### src/rtl/wmph_pkg.sv
package wmph_pkg;

  localparam int MAX_WINDOW  = 1024;
  localparam int SAMPLE_BITS = 24;
  localparam int MAG_W       = SAMPLE_BITS - 1;
  localparam int ADDR_W      = $clog2(MAX_WINDOW);
  localparam int LEN_W       = ADDR_W + 1;

  localparam logic [MAG_W-1:0] MAG_MAX = {MAG_W{1'b1}};

  localparam logic CMD_PUSH = 1'b0;
  localparam logic CMD_READ = 1'b1;

  typedef enum logic [2:0] {
    ST_CLEAR,
    ST_IDLE,
    ST_WRITE,
    ST_SCAN,
    ST_DRAIN,
    ST_UPDATE,
    ST_READ
  } wmph_state_t;

  typedef struct packed {
    logic clr_step;
    logic accept;
    logic wr_push;
    logic scan_step;
    logic peak_update;
    logic rd_load;
  } wmph_cmd_t;

  typedef struct packed {
    logic clr_last;
    logic scan_last;
    logic out_free;
  } wmph_stat_t;

endpackage

### src/rtl/wmph_ctrl.sv
module wmph_ctrl
  import wmph_pkg::*;
(
  input  logic       clk,
  input  logic       rst,
  input  logic       in_valid,
  input  logic       in_cmd,
  output logic       in_ready,
  input  wmph_stat_t stat,
  output wmph_cmd_t  cmd
);

  wmph_state_t state, state_next;

  always_ff @(posedge clk) begin
    if (rst) begin
      state <= ST_CLEAR;
    end else begin
      state <= state_next;
    end
  end

  always_comb begin
    state_next = state;
    unique case (state)
      ST_CLEAR: begin
        if (stat.clr_last) state_next = ST_IDLE;
      end
      ST_IDLE: begin
        if (in_valid) state_next = (in_cmd == CMD_READ) ? ST_READ : ST_WRITE;
      end
      ST_WRITE:  state_next = ST_SCAN;
      ST_SCAN: begin
        if (stat.scan_last) state_next = ST_DRAIN;
      end
      ST_DRAIN:  state_next = ST_UPDATE;
      ST_UPDATE: state_next = ST_IDLE;
      ST_READ: begin
        if (stat.out_free) state_next = ST_IDLE;
      end
      default:   state_next = ST_CLEAR;
    endcase
  end

  always_comb begin
    cmd      = '0;
    in_ready = 1'b0;
    unique case (state)
      ST_CLEAR:  cmd.clr_step = 1'b1;
      ST_IDLE: begin
        in_ready   = 1'b1;
        cmd.accept = in_valid;
      end
      ST_WRITE:  cmd.wr_push = 1'b1;
      ST_SCAN:   cmd.scan_step = 1'b1;
      ST_DRAIN:  ;
      ST_UPDATE: cmd.peak_update = 1'b1;
      ST_READ:   cmd.rd_load = stat.out_free;
      default:   ;
    endcase
  end

endmodule

### config.mk
export PLATFORM = sky130hd
export DESIGN_NAME = wmph_ctrl
export DESIGN_NICKNAME = d
export VERILOG_FILES = /design/src/rtl/wmph_pkg.sv /design/src/rtl/wmph_ctrl.sv
export SDC_FILE = /design/constraint.sdc
export NUM_CORES = 1
export LEC_CHECK = 0
export ABC_AREA = 1
export BUFFER_PORTS_ARGS = -buffer_cell sky130_fd_sc_hd__buf_2
export CAP_MARGIN = 20
export CORE_AREA = 4 4 41 43
export DETAILED_ROUTE_END_ITERATION = 6
export DIE_AREA = 0 0 45 47
export SETUP_SLACK_MARGIN = 0.02
export SYNTH_ARGS = -nofsm -noshare
export SYNTH_HDL_FRONTEND = slang
export SYNTH_SLANG_ARGS = --single-unit
### constraint.sdc
create_clock -name clk -period 2 [get_ports clk]
set_clock_uncertainty 0.1 [all_clocks]
set_input_delay 0.2 -clock clk [delete_from_list [all_inputs] [get_ports clk]]
set_output_delay 0.2 -clock clk [all_outputs]
set_load 0.005 [all_outputs]
==> results of run 1 <==
-- synthesized netlist by cell type (all sizes together) --
library cell	n	area [um^2]
nor4	1	6.26
a21oi	3	15.0
nand4	1	6.26
o21ai	3	15.0
buf	1	11.3
nand2	11	46.3
nor3	1	5.00
nor2	7	33.8
dfxtp	3	60.1
nand3b	1	7.51
inv	9	33.8
nand3	3	20.0
-- layout by cell type, fill, tap and decap left out --
cell and n:
a21oi_1 3, inv_2 2, nor2_1 4, nand2_2 2, nor4_1 1, nor3_1 1
o21ai_0 2, nand4_1 1, o21ai_1 1, inv_1 7, nand3b_1 1, nand2_1 9
nand3_1 2, buf_2 13, clkbuf_1 1, nand3_2 1, clkbuf_4 3, dfxtp_1 3
nor2_2 3
-- layout make-up --
type	count	area [um^2]	share of cell area, %
Timing Repair Buffer	13	65.1	18.1
Inverter	9	33.8	9.41
Tap cell	15	18.8	5.23
Clock buffer	4	26.3	7.32
Sequential cell	3	60.1	16.7
Multi-Input combinational cell	31	155	43.2
-- routing by layer --
metal | vias to the layer above | part of all wire, %
met1 | 133 | 40
met4 | 0 | 0
met5 | - | 0
met2 | 7 | 52
met3 | 0 | 7.2
li1 | 171 | -
-- worst register-to-register path, cell delays in order, from the launching register on --
cell,delay [ns]
dfxtp_1,0.45
inv_2,0.11
nand3_1,0.10
nand2_1,0.09
nor2_2,0.14
nand2_1,0.07
a21oi_1,0.14
-- metrics by stage --
stage	worst slack, ns	area (um^2)	std cells	hold slack, ns
after global placement	0.706	333	71	0.299
after floorplan	0.872	260	44	0.169
final	0.481	359	75	0.0622
after detailed placement	0.715	333	71	0.296
after CTS	0.466	359	75	0.0507
after global routing	0.356	359	75	0.0571
-- where the power goes --
part / total (uW) / switching, uW / internal (uW)
clock network: 103 / 28.6 / 74.6
logic: 265 / 152 / 113
registers: 133 / 48.7 / 84.7
total: 501 / 229 / 273
-- cells by family (layout without fill, tap and decap cells) --
group / after synthesis / in the layout / share of synthesized area [%]
buf+inv: 10 / 26 / 17.3
compound gates: 6 / 6 / 11.5
simple gates: 25 / 25 / 48.1
flops: 3 / 3 / 23.1
-- how the worst min path moves through the flow --
stage                     depth (start not counted)  startpoint       end
final                                             2         rst  state[1]
after global routing                              2         rst  state[1]
after CTS                                         2         rst  state[1]
after detailed placement                          2         rst  state[1]
after global placement                            2         rst  state[1]
after floorplan                                   1         rst  state[0]
==> run metrics, run 1 <==
via count 311; library cell used as clock root buffer clkbuf_4; width of the chip 45 um; number of antenna violations at the first check in global routing 0; Sum Neg Setup Slack 0 ns; maximum single-stage delay on the critical path 0.45 ns; number of failing setup endpoints in the final timing report 0; height of the die 47 um; Top delay family on crit path flip-flops; number of detailed-routing iterations run before antenna repair 4; largest fanout on the critical path 6; Post-CTS Hold Buffers 0; Pwr Density 1400 nW/um^2; DRT antenna net count 0; flip-flop count of the largest register, all copies and words added 3; share of the cycle needed by the critical path after routing 75.9%; routed wire length per instance 8.51 um; end of the critical path cmd[0]; final period demand of the worst path 1.52 ns; largest net degree at the start of global routing 10; CP cell instances inv_2 > nor4_1 > buf_2; worst setup path class reg2out; CP required 1.70 ns; Resized Gates After CTS 0; startpoint of the most critical setup path state[2]; synthesized area 260 um^2; Avg Vias per Cell 4.15; clock-pin slew of the registers on the worst-case setup and hold paths 0.04 ns; latest clock arrival within the worst-skew pair 0.23 ns; average instance area after synthesis 5.91 um^2; biggest regs state: 3 flops; startpoint class of the critical path flop; port buffer count 13; proportion of layout cells with a drive suffix above 1 40.0%; DRC violations left 0; ports placed on the boundary 14; flip-flop and latch count after synthesis 3; starting density of the core 20.0%; Inserted Clock Buffers 3; met2 track utilization from global routing 10.5%; Max-Slew Margin vs Limit 82.6%; layer with the highest usage after global routing met2; clock tree buffer depth 2; end-of-flow core utilization 27.6%; Gate Count Post-Synth 44; flop-to-flop setup slack 0.74 ns; layout net count 68; wire length of the first global-routing pass 1040 um; met1 Use GR 7.69%; number of slew-limit violations in the final report 0; slowest cell on the critical path dfxtp_1; Post-Syn Nets 51; Crit. path cell count 3; CTS tree built; Top reg by flops state; count of max-cap constraint violations 0; number of warnings reported in the yosys synthesis log 0; hold violation count in the final report 0; leakage power total 0.000201 uW; sort of element at the end of the critical path output pin; die outline area 2120 um^2; gpl congestion 0.723; total number of placement rows 13; layout-stage area growth over the synthesis result 38.0%; peak ir drop on the vdd network 397 uV; Hold Path Class in2reg; count of distinct cell types in the synthesized netlist 17; setup fix buffers added after clock tree synthesis 0; r2r worst-path depth 6; global route total overflow 0; Routed WL 638 um; worst reg2reg path startpoint state[2]; All-Layer GR Usage 6.86%; drt first-iter violations 4; Highest Clock Rate 659 MHz; endpoint of the lowest-slack register-to-register path state[0]; count of H-tree levels built during CTS 1; vias in the first global route 286; worst-margin pin slew 0.261 ns; Crit path arrival time 1.22 ns; post-synthesis sequential area ratio 23.1%; unrepaired setup endpoints after global routing false; fill cell instance count of the final layout 156; Core Area 1300 um^2; clk sinks 3; overall power after layout 501 uW; ant diodes 0; DP Wirelength 553 um; WP buf/inv 2; result of the run finished clean; global routing met3 resource utilization 3.83%
Power figures use the tool's default switching activity.
==> run 2, diff against run 1 <==
==> constraint.sdc (replaced) <==
create_clock -name clk -period 1.4 [get_ports clk]
set_clock_uncertainty 0.1 [all_clocks]
set_input_delay 0.14 -clock clk [delete_from_list [all_inputs] [get_ports clk]]
set_output_delay 0.14 -clock clk [all_outputs]
set_load 0.005 [all_outputs]
==> run metrics, run 2 (same netlist as run 1, synthesis figures left out) <==
result of the run finished clean; clock tree buffer depth 2; All-Layer GR Usage 7.02%; Inserted Clock Buffers 3; endpoint of the worst hold path state[2]; WP buf/inv 3; Top delay family on crit path flip-flops; leakage power total 0.000228 uW; library cell used as clock root buffer clkbuf_4; most used cell along the critical path inv_2; share of the cycle needed by the critical path after routing 95.0%; Highest Clock Rate 752 MHz; CTS tree built; CP cell instances inv_2 > nand2_2 > nor2_4 > inv_2 > nor2_1 > buf_2; starting density of the core 20.0%; layout net count 73; number of antenna violations at the first check in global routing 0; height of the die 47 um; flop-to-flop setup slack 0.15 ns; CP required 1.16 ns; Sw Pwr 362 uW; count of H-tree levels built during CTS 1; unrepaired setup endpoints after global routing true; relative contribution of sequential cells to total power 24.9%; hold violation count in the final report 0; biggest regs state: 3 flops; slowest cell on the critical path dfxtp_4; ports placed on the boundary 14; maximum single-stage delay on the critical path 0.35 ns; final period demand of the worst path 1.33 ns; Placed Cells incl. Taps 71; Core Area 1300 um^2; sort of element at the end of the critical path output pin; die outline area 2120 um^2; vias in the first global route 282; via count 334; largest fanout on the critical path 6; clock-pin slew of the registers on the worst-case setup and hold paths 0.04 ns; wire length of the first global-routing pass 1060 um; proportion of layout cells with a drive suffix above 1 53.8%; Crit. path cell count 6; largest net degree at the start of global routing 10; worst reg2reg path startpoint state[1]; routed wire length per instance 8.24 um; Avg Vias per Cell 4.18; port buffer count 13; peak ir drop on the vdd network 615 uV; worst setup path class reg2out; flip-flop count of the largest register, all copies and words added 3; end-of-flow core utilization 32.6%; Max-Slew Margin vs Limit 88.8%; clk sinks 3; DRC violations left 0; Hold Path Class in2reg; proportion of power drawn by combinational gates 57.6%; number of detailed-routing iterations run before antenna repair 2; Routed WL 659 um; number of failing setup endpoints in the final timing report 0; r2r worst-path depth 8; latest clock arrival within the worst-skew pair 0.23 ns; ant diodes 0; WHS Path Cells 4; share of total power consumed by net switching 42.7%; worst-margin pin slew 0.167 ns; width of the chip 45 um; DRT antenna net count 0; drt first-iter violations 2; startpoint class of the critical path flop; number of non-filler instances in the completed layout 80; layout-stage area growth over the synthesis result 63.0%; endpoint of the lowest-slack register-to-register path state[0]; Pwr Density 2000 nW/um^2; leading cell types in the layout, fill and taps excluded buf_2, nand2_1, inv_1; Crit path arrival time 1.09 ns; internal power 487 uW; commonest non-fill, non-tap cell in the layout buf_2; Top reg by flops state; gpl congestion 0.724; Clk pwr share 17.5%; hold_sp stat[0]; total number of placement rows 13; number of slew-limit violations in the final report 0; count of max-cap constraint violations 0; global route total overflow 0
[run 2: through the flow]
stage	instance area [um^2]	hold slack, ns	setup WS (ns)	setup TNS [ns]	total power, uW
after floorplan	260	0.109	0.275	0	476
after CTS	373	0.129	0.0209	0	747
after global placement	333	0.239	0.165	0	574
after detailed placement	333	0.238	0.125	0	580
after global routing	424	0.200	-0.00633	-0.00633	944
final	424	0.146	0.0700	0	848
[run 2: final cells by class]
cell class	count	area [um^2]
clock buffers	4	26.3
fillers	155	877
inverters	9	33.8
multi-input cells	31	169
flip-flops and latches	3	71.3
well taps	15	18.8
repair buffers	18	105
[run 2: power groups by stage]
stage               Combinational [uW]  Sequential (uW)  Clock (uW)
global route                       564              217         164
floorplan                          316              161           0
CTS                                390              201         156
global placement                   385              189           0
finish                             489              212         148
detailed placement                 386              194           0
[run 2: how the worst max path moves through the flow]
stage | slack [ns] | startpoint | endpoint
CTS | 0.02 | state[1] | cmd[4]
global placement | 0.17 | state[2] | cmd[0]
detailed placement | 0.12 | state[2] | state[0]
floorplan | 0.27 | state[0] | state[1]
global route | -0.006 | state[1] | cmd[4]
finish | 0.07 | state[1] | cmd[4]
[run 2: worst reg2reg max path: stages (launching register included)]
cell and delay (ns):
dfxtp_4 0.35, buf_4 0.14, nand2_1 0.07, nor2_2 0.05
nand2_2 0.05, nand2_2 0.06, nor2_2 0.14, nand2_1 0.06
a21oi_1 0.14
[run 2: layer usage]
layer  GRT usage, %  vias up  part of all wire (%)
li1               -      181                     -
met5              0        -                     0
met4           3.51        0                     0
met1           8.37      146                    40
met3           4.21        0                   7.9
met2           9.89        7                    52
[run 2: what timing repair did]
item | CTS | global route
endpoints found under the setup margin | 2 | 2
resized for setup | 3 | 8
endpoints found under the hold margin | 3 | 0
setup buffers | 0 | 4
hold buffers | 1 | 0
pin swaps | 0 | 2
==> run 3, diff against run 2 <==
==> constraint.sdc (replaced) <==
create_clock -name clk -period 1.08 [get_ports clk]
set_clock_uncertainty 0.1 [all_clocks]
set_input_delay 0.108 -clock clk [delete_from_list [all_inputs] [get_ports clk]]
set_output_delay 0.108 -clock clk [all_outputs]
set_load 0.005 [all_outputs]
==> run metrics, run 3 (same netlist as run 1, synthesis figures left out) <==
clock-pin slew of the registers on the worst-case setup and hold paths 0.03 ns; Placed Cells incl. Taps 73; Sw Pwr 660 uW; via count 357; DRT antenna net count 0; Routed WL 825 um; minimum setup slack after placement -0.139 ns; gpl congestion 0.780; relative contribution of sequential cells to total power 18.7%; biggest regs state: 3 flops; total area of sequential cells 71.3 um^2; drt first-iter violations 5; Max-Slew Margin vs Limit 87.7%; die outline area 2120 um^2; Top reg by flops state; peak ir drop on the vdd network 1020 uV; clock tree buffer depth 2; flip-flop count of the largest register, all copies and words added 3; starting density of the core 20.0%; wire length of the first global-routing pass 1510 um; startpoint class of the critical path flop; multi-input logic area 238 um^2; fill cell instance count of the final layout 145; Sum Neg Setup Slack -1.25 ns; number of failing setup endpoints in the final timing report 10; DRC violations left 0; Hold Path Class in2reg; leakage power total 0.000281 uW; proportion of power drawn by combinational gates 68.6%; DP Wirelength 593 um; width of the chip 45 um; Crit path arrival time 1.03 ns; latest clock arrival within the worst-skew pair 0.23 ns; failing checks negative setup slack; sort of element at the end of the critical path output pin; largest fanout on the critical path 4; worst-margin pin slew 0.183 ns; Inserted Clock Buffers 3; clk sinks 3; All-Layer GR Usage 9.38%; CTS tree built; count of max-cap constraint violations 0; result of the run complete, but fails checks; library cell used as clock root buffer clkbuf_4; vias in the first global route 375; ports placed on the boundary 14; unrepaired setup endpoints after global routing true; number of slew-limit violations in the final report 0; internal power 849 uW; ant diodes 0; total number of placement rows 13; routed wire length per instance 9.71 um; layout-stage area growth over the synthesis result 113%; count of H-tree levels built during CTS 1; Avg Vias per Cell 4.20; Highest Clock Rate 808 MHz; height of the die 47 um; number of antenna violations at the first check in global routing 0; commonest non-fill, non-tap cell in the layout buf_2; share of total power consumed by net switching 43.8%; Clk pwr share 12.6%; CP required 0.87 ns; proportion of layout cells with a drive suffix above 1 71.4%; number of detailed-routing iterations run before antenna repair 4; leading cell types in the layout, fill and taps excluded buf_2, nand2_1, buf_4; layout net count 78; final worst slack -0.158 ns; Pwr Density 2720 nW/um^2; worst setup path class reg2out; worst hold-check slack 0.177 ns; number of non-filler instances in the completed layout 85; hold violation count in the final report 0; largest net degree at the start of global routing 7; share of the cycle needed by the critical path after routing 115%; final period demand of the worst path 1.24 ns; Core Area 1300 um^2; port buffer count 13; global route total overflow 0
[run 3: cell count changes in the layout (fill, tap and decap cells not counted), sizes merged]
| cell | before | now |
|---|---|---|
| buf | 17 | 22 |
[run 3: path summary, 6_finish.rpt]
| kind | from | end | slack [ns] | cells past startpoint |
|---|---|---|---|---|
| max reg2reg | state[0] | state[1] | -0.14 | 8 |
| min reg2reg | state[0] | state[0] | 0.45 | 2 |
| min | in_cmd | state[2] | 0.18 | 5 |
| max | state[1] | in_ready | -0.16 | 5 |
[run 3: cell type report]
| type | instances | share of cell area [%] |
|---|---|---|
| Multi-Input combinational cell | 31 | 42.8 |
| Timing Repair Buffer | 23 | 29.3 |
| Sequential cell | 3 | 12.8 |
| Inverter | 9 | 6.98 |
| Clock buffer | 4 | 4.73 |
| Tap cell | 15 | 3.38 |
[run 3: routing by layer]
layer / global-route usage (%) / wire length (um) / share of wire [%] / vias to the layer above
met5: 0 / 0 / 0 / -
met4: 0 / 0 / 0 / 0
met3: 3.45 / 42 / 5.1 / 0
met2: 16.9 / 429 / 52 / 9
met1: 11.3 / 354 / 43 / 156
li1: - / - / - / 192
[run 3: through the flow]
stage | power [uW] | cell area, um^2 | util, %
3_3_place_gp | 844 | 377 | 28.9
4_1_cts | 1400 | 515 | 39.6
6_report | 1510 | 556 | 42.7
3_5_place_dp | 863 | 377 | 28.9
5_1_grt | 1660 | 556 | 42.7
2_1_floorplan | 703 | 289 | -
[run 3: power groups by stage]
stage	clock network [uW]	logic, uW	registers (uW)
after floorplan	0	456	247
after global placement	0	555	289
after detailed placement	0	565	298
after CTS	199	931	268
after global routing	215	1150	293
final	191	1040	283
[run 3: what timing repair did]
item | in CTS | in global routing
pin swaps | 12 | 2
setup endpoints to repair | 10 | 10
buffers inserted | 6 | 1
endpoints found under the hold margin | 3 | 0
hold buffers | 1 | 0
gates resized for setup | 13 | 9
[run 3: critical path, stage by stage (launching register included)]
cell and delay, ns:
dfxtp_4 0.36, inv_4 0.07, nand2_4 0.05, nor2_4 0.11
buf_4 0.12, buf_2 0.10
